$ cat src/sfcc_pkg.sv
// shared types, constants and crc helpers for the serial frame crc checker
`default_nettype none

package sfcc_pkg;

    localparam int WORD_W      = 32;
    localparam int BYTE_W      = 8;
    localparam int CNT_W       = 6;
    localparam int PCT_W       = 7;
    localparam int SHOWN_WORDS = 4;
    localparam int PCT_DEPTH   = 1 << CNT_W;

    localparam logic [WORD_W-1:0] CRC_INIT = 32'hFFFF_FFFF;
    localparam logic [WORD_W-1:0] CRC_POLY = 32'h04C1_1DB7;
    localparam logic [WORD_W-1:0] CRC_TOP  = 32'h8000_0000;
    localparam logic [1:0]        LAST_LANE = 2'd3;
    localparam logic [PCT_W-1:0]  PCT_SCALE = 7'd100;

    typedef logic [WORD_W-1:0] t_crc_cols [WORD_W];
    typedef logic [PCT_W-1:0]  t_pct_tab  [PCT_DEPTH];

    typedef struct packed {
        logic done;
        logic crc_ok;
    } t_frame_info;

    typedef struct packed {
        logic             valid;
        logic [PCT_W-1:0] percent;
    } t_rate_info;

    // image of each single input bit after a full 32-bit crc pass
    function automatic t_crc_cols crc_columns();
        t_crc_cols   cols;
        logic [WORD_W-1:0] v;
        for (int i = 0; i < WORD_W; i++) begin
            v = WORD_W'(1) << i;
            for (int s = 0; s < WORD_W; s++) begin
                if ((v & CRC_TOP) != '0) begin
                    v = (v << 1) ^ CRC_POLY;
                end else begin
                    v = v << 1;
                end
            end
            cols[i] = v;
        end
        return cols;
    endfunction

    localparam t_crc_cols CRC_COLS = crc_columns();

    // crc is linear, so a word update is an xor of matrix columns
    function automatic logic [WORD_W-1:0] crc_word(
        input logic [WORD_W-1:0] crc,
        input logic [WORD_W-1:0] word
    );
        logic [WORD_W-1:0] x;
        logic [WORD_W-1:0] r;
        x = crc ^ word;
        r = '0;
        for (int i = 0; i < WORD_W; i++) begin
            if (x[i]) begin
                r = r ^ CRC_COLS[i];
            end
        end
        return r;
    endfunction

endpackage

`default_nettype wire

$ cat src/sfcc_assembler.sv
// byte counting, word assembly, frame word store and crc check
`default_nettype none

module sfcc_assembler
    import sfcc_pkg::*;
#(
    parameter int DATA_WORDS = 4
) (
    input  wire logic                                i_clk,
    input  wire logic                                i_rst_n,
    input  wire logic                                i_fire,
    input  wire logic [BYTE_W-1:0]                   i_byte,
    output t_frame_info                              o_frame,
    output logic [SHOWN_WORDS-1:0][WORD_W-1:0]       o_words
);

    localparam int FRAME_BYTES = (DATA_WORDS + 2) * 4;
    localparam int POS_W       = $clog2(FRAME_BYTES);
    localparam int WIDX_W      = POS_W - 2;
    localparam logic [WIDX_W-1:0] CRC_WIDX  = WIDX_W'(DATA_WORDS);
    localparam logic [WIDX_W-1:0] LAST_WIDX = WIDX_W'(DATA_WORDS + 1);

    logic [POS_W-1:0]  r_pos,   n_pos;
    logic [WORD_W-1:0] r_crc,   n_crc;
    logic [WORD_W-1:0] r_asm;
    logic              r_match, n_match;
    logic [WORD_W-1:0] r_words [DATA_WORDS];

    logic [1:0]        lane;
    logic [WIDX_W-1:0] widx;
    logic [WORD_W-1:0] word;
    logic              word_done;
    logic              data_done;

    assign lane = r_pos[1:0];
    assign widx = r_pos[POS_W-1:2];

    always_comb begin
        if (lane == 2'd0) begin
            word = WORD_W'(i_byte);
        end else begin
            word = r_asm | (WORD_W'(i_byte) << {lane, 3'b000});
        end
    end

    assign word_done = i_fire && (lane == LAST_LANE);
    assign data_done = word_done && (widx < CRC_WIDX);

    always_comb begin
        n_pos   = r_pos;
        n_crc   = r_crc;
        n_match = r_match;
        o_frame.done   = 1'b0;
        o_frame.crc_ok = r_match;
        if (i_fire) begin
            n_pos = r_pos + POS_W'(1);
            if (lane == LAST_LANE) begin
                if (widx < CRC_WIDX) begin
                    n_crc = crc_word(r_crc, word);
                end else if (widx == CRC_WIDX) begin
                    n_match = (word == r_crc);
                end else if (widx == LAST_WIDX) begin
                    // unused word ends the frame
                    n_pos        = '0;
                    n_crc        = CRC_INIT;
                    o_frame.done = 1'b1;
                end
            end
        end
    end

    always_ff @(posedge i_clk) begin
        if (!i_rst_n) begin
            r_pos   <= '0;
            r_crc   <= CRC_INIT;
            r_asm   <= '0;
            r_match <= 1'b0;
        end else begin
            r_pos   <= n_pos;
            r_crc   <= n_crc;
            r_match <= n_match;
            if (i_fire) begin
                r_asm <= word;
            end
        end
    end

    always_ff @(posedge i_clk) begin
        for (int k = 0; k < DATA_WORDS; k++) begin
            if (data_done && (widx == WIDX_W'(k))) begin
                r_words[k] <= word;
            end
        end
    end

    always_comb begin
        for (int k = 0; k < SHOWN_WORDS; k++) begin
            if (k < DATA_WORDS) begin
                o_words[k] = r_words[k];
            end else begin
                o_words[k] = '0;
            end
        end
    end

    a_frame_restart: assert property (@(posedge i_clk) disable iff (!i_rst_n)
        o_frame.done |=> (r_pos == '0) && (r_crc == CRC_INIT))
        else $error("frame end did not restart byte count and crc");

    a_pos_range: assert property (@(posedge i_clk) disable iff (!i_rst_n)
        r_pos <= POS_W'(FRAME_BYTES - 1))
        else $error("byte position beyond frame length");

endmodule

`default_nettype wire

$ cat config.mk
export PLATFORM = sky130hd
export DESIGN_NAME = sfcc_assembler
export DESIGN_NICKNAME = d
export VERILOG_FILES = /design/src/sfcc_pkg.sv /design/src/sfcc_assembler.sv
export SDC_FILE = /design/constraint.sdc
export NUM_CORES = 1
export LEC_CHECK = 0
export ABC_AREA = 1
export BUFFER_PORTS_ARGS = -buffer_cell sky130_fd_sc_hd__buf_2
export CORE_UTILIZATION = 59
export DETAILED_ROUTE_END_ITERATION = 10
export GPL_TIMING_DRIVEN = 1
export PLACE_DENSITY = 0.82
export SLEW_MARGIN = 10
export SYNTH_ARGS = -nofsm -noshare
export SYNTH_HDL_FRONTEND = slang
export SYNTH_SLANG_ARGS = --single-unit
$ cat constraint.sdc
create_clock -name i_clk -period 4.6 [get_ports i_clk]
set_clock_uncertainty 0.1 [all_clocks]
set_input_delay 0.69 -clock i_clk [delete_from_list [all_inputs] [get_ports i_clk]]
set_output_delay 0.69 -clock i_clk [all_outputs]
set_load 0.02 [all_outputs]
---- Word-level counts from Yosys, hierarchy flattened ----
Memories as Yosys holds them, arrays and structs flattened.
Index checks and enable logic that the tools add are counted.
storage, ports and cells
  flip-flop bits (word level) ............. 70
  memory bits (writable) .................. 128
  bits of input ports ..................... 11
  output and inout bits ................... 130
  logic and storage cells ................. 219
  memories kept ........................... 1
cells by class
  $add $sub $neg .......................... 1
  $lt $le $gt $ge ......................... 1
  equality and inequality tests ........... 8
  shifts and indexed selects .............. 1
  muxes and demuxes ....................... 155
  bitwise gates (word level) .............. 34
  reductions and logical operators ........ 14
memory list
  memory   words  bits a word  read ports  clocked after Yosys merged registers in  wr ports  RTL line              text
  r_words  4      32           4           0                                        1         sfcc_assembler.sv:27  logic [WORD_W-1:0] r_words [DATA_WORDS];
operators with widths
  cell                                          number
  32-bit 2-to-1 mux                             113
  31-bit 2-to-1 mux                             6
  30-bit 2-to-1 mux                             4
  13-bit inverter                               9
  32-bit OR reduction                           3
  29-bit 2-to-1 mux                             3
  14-bit inverter                               5
  15-bit inverter                               4
  28-bit 2-to-1 mux                             2
  27-bit 2-to-1 mux                             2
  12-bit inverter                               4
  16-bit inverter                               3
  18-bit inverter                               2
  32-bit == test                                1
  32-bit OR                                     1
  8-bit by 5-bit left shift with 32-bit output  1
  32-bit XOR                                    1
  26-bit 2-to-1 mux                             1
  25-bit 2-to-1 mux                             1
  11-bit inverter                               2
  5-bit 2-to-1 mux                              4
  20-bit inverter                               1
  17-bit inverter                               1
  1-bit 2-to-1 mux                              16
  other kinds (14)                              24

---- Logic depth before layout (Yosys ltp) ----
  depth after elaboration ................. 161
  depth in mapped cells ................... 27

---- Least setup slack after synthesis ----
No wires, ideal clock.
  path type ............................... input port to flip-flop
  start ................................... input i_fire
  end ..................................... memory r_words[3][0] (enable)
  setup time .............................. 463 ps
  data arrival time ....................... 3,295 ps
  slack ................................... 742 ps
  stages on the path ...................... 4
  buffers on the path ..................... 0
  cell sequence ........................... nand2_1 -> nor2_1 -> inv_1 -> nor3_1
on the way
  longest elaborated chain between the ends .. 9
  elaborated cells on any way between the ends .. 23
RTL lines
  what                                                                                RTL line              text
  from (decl)                                                                         sfcc_assembler.sv:11  input wire logic i_fire,
  1-bit logical AND *                                                                 sfcc_assembler.sv:46  assign word_done = i_fire && (lane == LAST_LANE);
  1-bit logical AND *                                                                 sfcc_assembler.sv:47  assign data_done = word_done && (widx < CRC_WIDX);
  1-bit logical AND                                                                   sfcc_assembler.sv:90  if (data_done && (widx == WIDX_W'(k))) begin
  1-bit 2-to-1 mux                                                                    sfcc_assembler.sv:90
  1-bit 2-to-1 mux (not written as such)                                              sfcc_assembler.sv:91  r_words[k] <= word;
  32-bit OR reduction (no line)                                                       n/a
  2-bit 2-to-1 mux (no line) / 1-bit 2-to-1 mux (equally long branches) (3 in a row)  n/a
  to (decl)                                                                           sfcc_assembler.sv:27
Every way passes the cells marked *; elsewhere a longest branch is shown, timed or not.

---- Worst setup path in the final report ----
  start ................................... register r_pos[1]
  end ..................................... register r_crc[14]
on the way
  longest elaborated chain between the ends .. 136
  elaborated cells on any way between the ends .. 139
RTL lines
  what                                          RTL line              text
  from (decl)                                   sfcc_assembler.sv:23  logic [POS_W-1:0] r_pos, n_pos;
  from (signal assigned)                        sfcc_assembler.sv:79  r_pos <= n_pos;
  8-bit by 5-bit left shift with 32-bit output  sfcc_assembler.sv:42  word = r_asm | (WORD_W'(i_byte) << {lane, 3'b000});
  32-bit OR                                     sfcc_assembler.sv:42
  32-bit 2-to-1 mux *                           sfcc_assembler.sv:39  if (lane == 2'd0) begin
  net word[2]                                   sfcc_assembler.sv:31  logic [WORD_W-1:0] word;
  32-bit XOR *                                  sfcc_pkg.sv:59        x = crc ^ word;
  29-bit 2-to-1 mux *                           sfcc_pkg.sv:62        if (x[i]) begin
  32-bit 2-to-1 mux *                           sfcc_assembler.sv:58  if (widx < CRC_WIDX) begin
  32-bit 2-to-1 mux *                           sfcc_assembler.sv:57  if (lane == LAST_LANE) begin
  (+121 left out)                               n/a
  32-bit 2-to-1 mux *                           sfcc_assembler.sv:57
  32-bit 2-to-1 mux *                           sfcc_assembler.sv:55  if (i_fire) begin
  32-bit 2-to-1 mux *                           sfcc_pkg.sv:62
  32-bit 2-to-1 mux *                           sfcc_assembler.sv:58
  32-bit 2-to-1 mux *                           sfcc_assembler.sv:57
  32-bit 2-to-1 mux *                           sfcc_assembler.sv:55
  32-bit 2-to-1 mux *                           sfcc_pkg.sv:62
  32-bit 2-to-1 mux *                           sfcc_assembler.sv:58
  to (signal assigned)                          sfcc_assembler.sv:80  r_crc <= n_crc;
  to (decl)                                     sfcc_assembler.sv:24  logic [WORD_W-1:0] r_crc, n_crc;
The timed path passes the listed nets; every way through them passes the cells marked *. The select of a mux whose other input is x is not followed.
A chain may end at the register's enable or synchronous reset.

==> impl_table.tex <==
\begin{tabular}{lr}
\hline
Metric & Value \\
\hline
\multicolumn{2}{l}{\textbf{Run status}} \\
Run status & complete, no violations \\
\multicolumn{2}{l}{\textbf{Cells and area}} \\
Share of post-route cells with drive strength above 1 & 17.4\% \\
Total number of nets in the final design & 1632 \\
Most frequent standard cell in the layout excluding fill and tap cells & sky130\_fd\_sc\_hd\_\_nand2\_1 \\
Area growth from synthesis to layout & 13.1\% \\
Final non-filler cell total & 1895 \\
Commonest non-fill, non-tap cells in the layout & 507 x sky130\_fd\_sc\_hd\_\_nand2\_1, 169 x sky130\_fd\_sc\_hd\_\_nand3\_1, 159 x sky130\_fd\_sc\_hd\_\_inv\_1, 140 x sky130\_fd\_sc\_hd\_\_buf\_2, 128 x sky130\_fd\_sc\_hd\_\_edfxtp\_1 \\
Post-layout instance area & 13500 um2 \\
Number of diodes & 0 \\
\multicolumn{2}{l}{\textbf{Floorplan}} \\
Horizontal die dimension & 144 um \\
Total die area & 20800 um2 \\
Number of ports placed on the die boundary & 141 \\
Die extent in y & 144 um \\
Starting Density & 60.8\% \\
Core Rows & $\sim$50 \\
Area of the core & 19600 um2 \\
\multicolumn{2}{l}{\textbf{Synthesis}} \\
Synthesized area per cell & a little over 8 um2 \\
Synth async-reset ratio & 0\% \\
Mapped Area & 11900 um2 \\
Total of flip-flops plus latches after synthesis & roughly 200 \\
Share of synthesized area occupied by flip-flops and latches & 44.1\% \\
Most instantiated flip-flop cell in the synthesis netlist & sky130\_fd\_sc\_hd\_\_edfxtp\_1 \\
EDFF count, synth & 128 \\
Count of yosys warnings during synthesis & 0 \\
Synth Instances & roughly 1500 \\
Count of cell types in the netlist & 40 \\
Nets in the synthesized netlist & 1489 \\
\multicolumn{2}{l}{\textbf{Worst setup path}} \\
Capturing element type of the critical path & flop \\
Type of the worst setup path & flop to flop \\
CP Launch Type & flop \\
Data arrival time of the critical path & about 4300 ps \\
Worst R2R Path Depth & 19 \\
Maximum net fanout on the critical path & 28 \\
Critical path required time & 4850 ps \\
\multicolumn{2}{l}{\textbf{Clock network}} \\
TritonCTS clock tree & done \\
Post-CTS Setup Inserts & 0 \\
Reg clk slew, reported paths & roughly 80 ps \\
Worst skew pair latency & 450 ps \\
Clk root buf & sky130\_fd\_sc\_hd\_\_clkbuf\_16 \\
Maximum clock insertion buffer count & 2 \\
Clk sinks & 198 \\
Hold-fix buffer count after cts & 0 \\
Deepest level of the CTS H-tree & 4 \\
Number of cells upsized or downsized after cts & 0 \\
CTS buffer count & 17 \\
\multicolumn{2}{l}{\textbf{STA}} \\
Tcrit/Tclk final & 87.4\% \\
Final max-slew violation count & 0 \\
Minimum clock period & around 4000 ps \\
Unrepaired setup endpoints after global routing & false \\
Max-Slew Margin vs Limit & a little over a quarter \\
Hold Worst Slack & 372 ps \\
Number of hold violations in the final report & 0 \\
Setup-violating endpoint count in the final report & 0 \\
Highest clock frequency the design can meet & roughly 250 MHz \\
Final sum of negative setup slack & 0 ps \\
Tightest Pin Transition & 1090 ps \\
\multicolumn{2}{l}{\textbf{Global routing}} \\
Number of global-route vias before repair & 9891 \\
Maximum number of pins on one net before global-route repair & 68 \\
Wire length of the first global-routing pass & 53900 um \\
Initial antenna violation count & 0 \\
Congestion Overflow GR & 0 \\
Total Routing Usage GR & 35.3\% \\
\multicolumn{2}{l}{\textbf{Power}} \\
Maximum VDD drop & 0.286 mV \\
Total leakage power & $\sim$6.5 nW \\
Total Power & a little over 5 mW \\
Ratio of total power to cell area & 385 nW/um2 \\
\multicolumn{2}{l}{\textbf{Routing}} \\
Routed WL per cell & 18.9 um \\
Antenna viol nets, final & 0 \\
Via/cell ratio & 5.65 \\
Routed via count & 10703 \\
Routed wire length & 35900 um \\
Pre-Repair DR Iteration Count & 8 \\
DRC marker count from the first detailed-route iteration & 1303 \\
DR DRC count & 0 \\
\multicolumn{2}{l}{\textbf{Placed design}} \\
Placed cell count & $\sim$1900 \\
Placement-stage cell area & 12900 um2 \\
HPWL after detailed placement & roughly 27000 um \\
Input/output buffers & 140 \\
Final RePlAce weighted congestion & 1.11 \\
\multicolumn{2}{l}{\textbf{Hold path}} \\
Hold crit path type & flop to flop \\
Worst hold path depth & 2 \\
\multicolumn{2}{l}{\textbf{Job}} \\
Max-capacitance violation count & 0 \\
\hline
\end{tabular}
## per-layer routing
metal  global-route usage [%]  wire length (um)  vias up
met2                     56.6             16400      660
met4                     18.9              1750        0
met5                        0                 0        -
met1                     44.2             14000     4900
met3                     8.11              3790      134
li1                         -                 -     5009
## area by class of cell
| type | count | area (um2) |
|---|---|---|
| timing repair buffer | 157 | 828 |
| clock buffer | 18 | 429 |
| inverter | 171 | 654 |
| fill | 1626 | 6120 |
| sequential | 198 | 5250 |
| clock inverter | 14 | 161 |
| multi-input combinational | 1072 | 5820 |
| tap | 265 | 332 |
## report_power, final
group          leakage [nW]  internal, mW  switching [mW]
registers              1.73          1.93          0.0204
clock network         0.284         0.732           0.751
logic                  4.50         0.560            1.19
## cells in the mapped netlist (all sizes together), types with 12 or more instances
cell	instances	area share, %
or2	12	0.65
buf	20	1.4
nand2	552	19
clkbuf	13	0.41
o21bai	18	1.3
edfxtp	128	32
nand3	169	7.1
nor2	28	0.95
xor2	109	10
dfxtp	70	12
a21oi	50	2.1
o21ai	59	2.5
inv	171	5.5
xnor2	42	3.2
## final timing paths
kind / slack [ps] / start / endpoint
setup / recovery: 580 / r_pos[1] / r_crc[14]
hold / removal: 370 / r_match / r_match
setup reg to reg: 580 / r_pos[1] / r_crc[14]
hold reg to reg: 370 / r_match / r_match
## worst max-delay path, stage by stage, from the launching register on
cell and delay (ps):
sky130_fd_sc_hd__dfxtp_1 440, sky130_fd_sc_hd__inv_8 220, sky130_fd_sc_hd__ha_1 440, sky130_fd_sc_hd__inv_4 210, sky130_fd_sc_hd__or2_2 330, sky130_fd_sc_hd__nand2_1 160
sky130_fd_sc_hd__inv_1 130, sky130_fd_sc_hd__nand2_1 80, sky130_fd_sc_hd__nand2_1 210, sky130_fd_sc_hd__ha_1 370, sky130_fd_sc_hd__inv_1 130, sky130_fd_sc_hd__xor2_1 200
sky130_fd_sc_hd__xor2_1 270, sky130_fd_sc_hd__nor2_1 80, sky130_fd_sc_hd__nor2_1 200, sky130_fd_sc_hd__inv_1 60, sky130_fd_sc_hd__nand2_1 60, sky130_fd_sc_hd__nand3_1 80
sky130_fd_sc_hd__nand2_1 90, sky130_fd_sc_hd__nand2_1 50
## cells by family after synthesis
family	after synthesis	synth area share, %
AOI/OAI and AO/OA	128	5.97
xor gates and xnor gates	151	13.3
adders and majority gates	4	0.420
buffers and inverters	204	7.32
DFF	198	44.1
muxes	1	0.0841
and+or+nand+nor	788	28.8
## registers in the layout, indices dropped and copies added, names as in the netlist, named ones only
register and cells:
r_asm 32, r_pos 4, r_words 128, r_match 1
r_crc 32
## through the flow
step                      setup WS [ps]  utilization, %
after floorplan                     742               -
after global placement              733            65.7
final                               579            68.8
after detailed placement            684            65.7
after CTS                           642            68.8
after global routing                309            68.8
No activity file was read; power rests on OpenSTA's default activity.
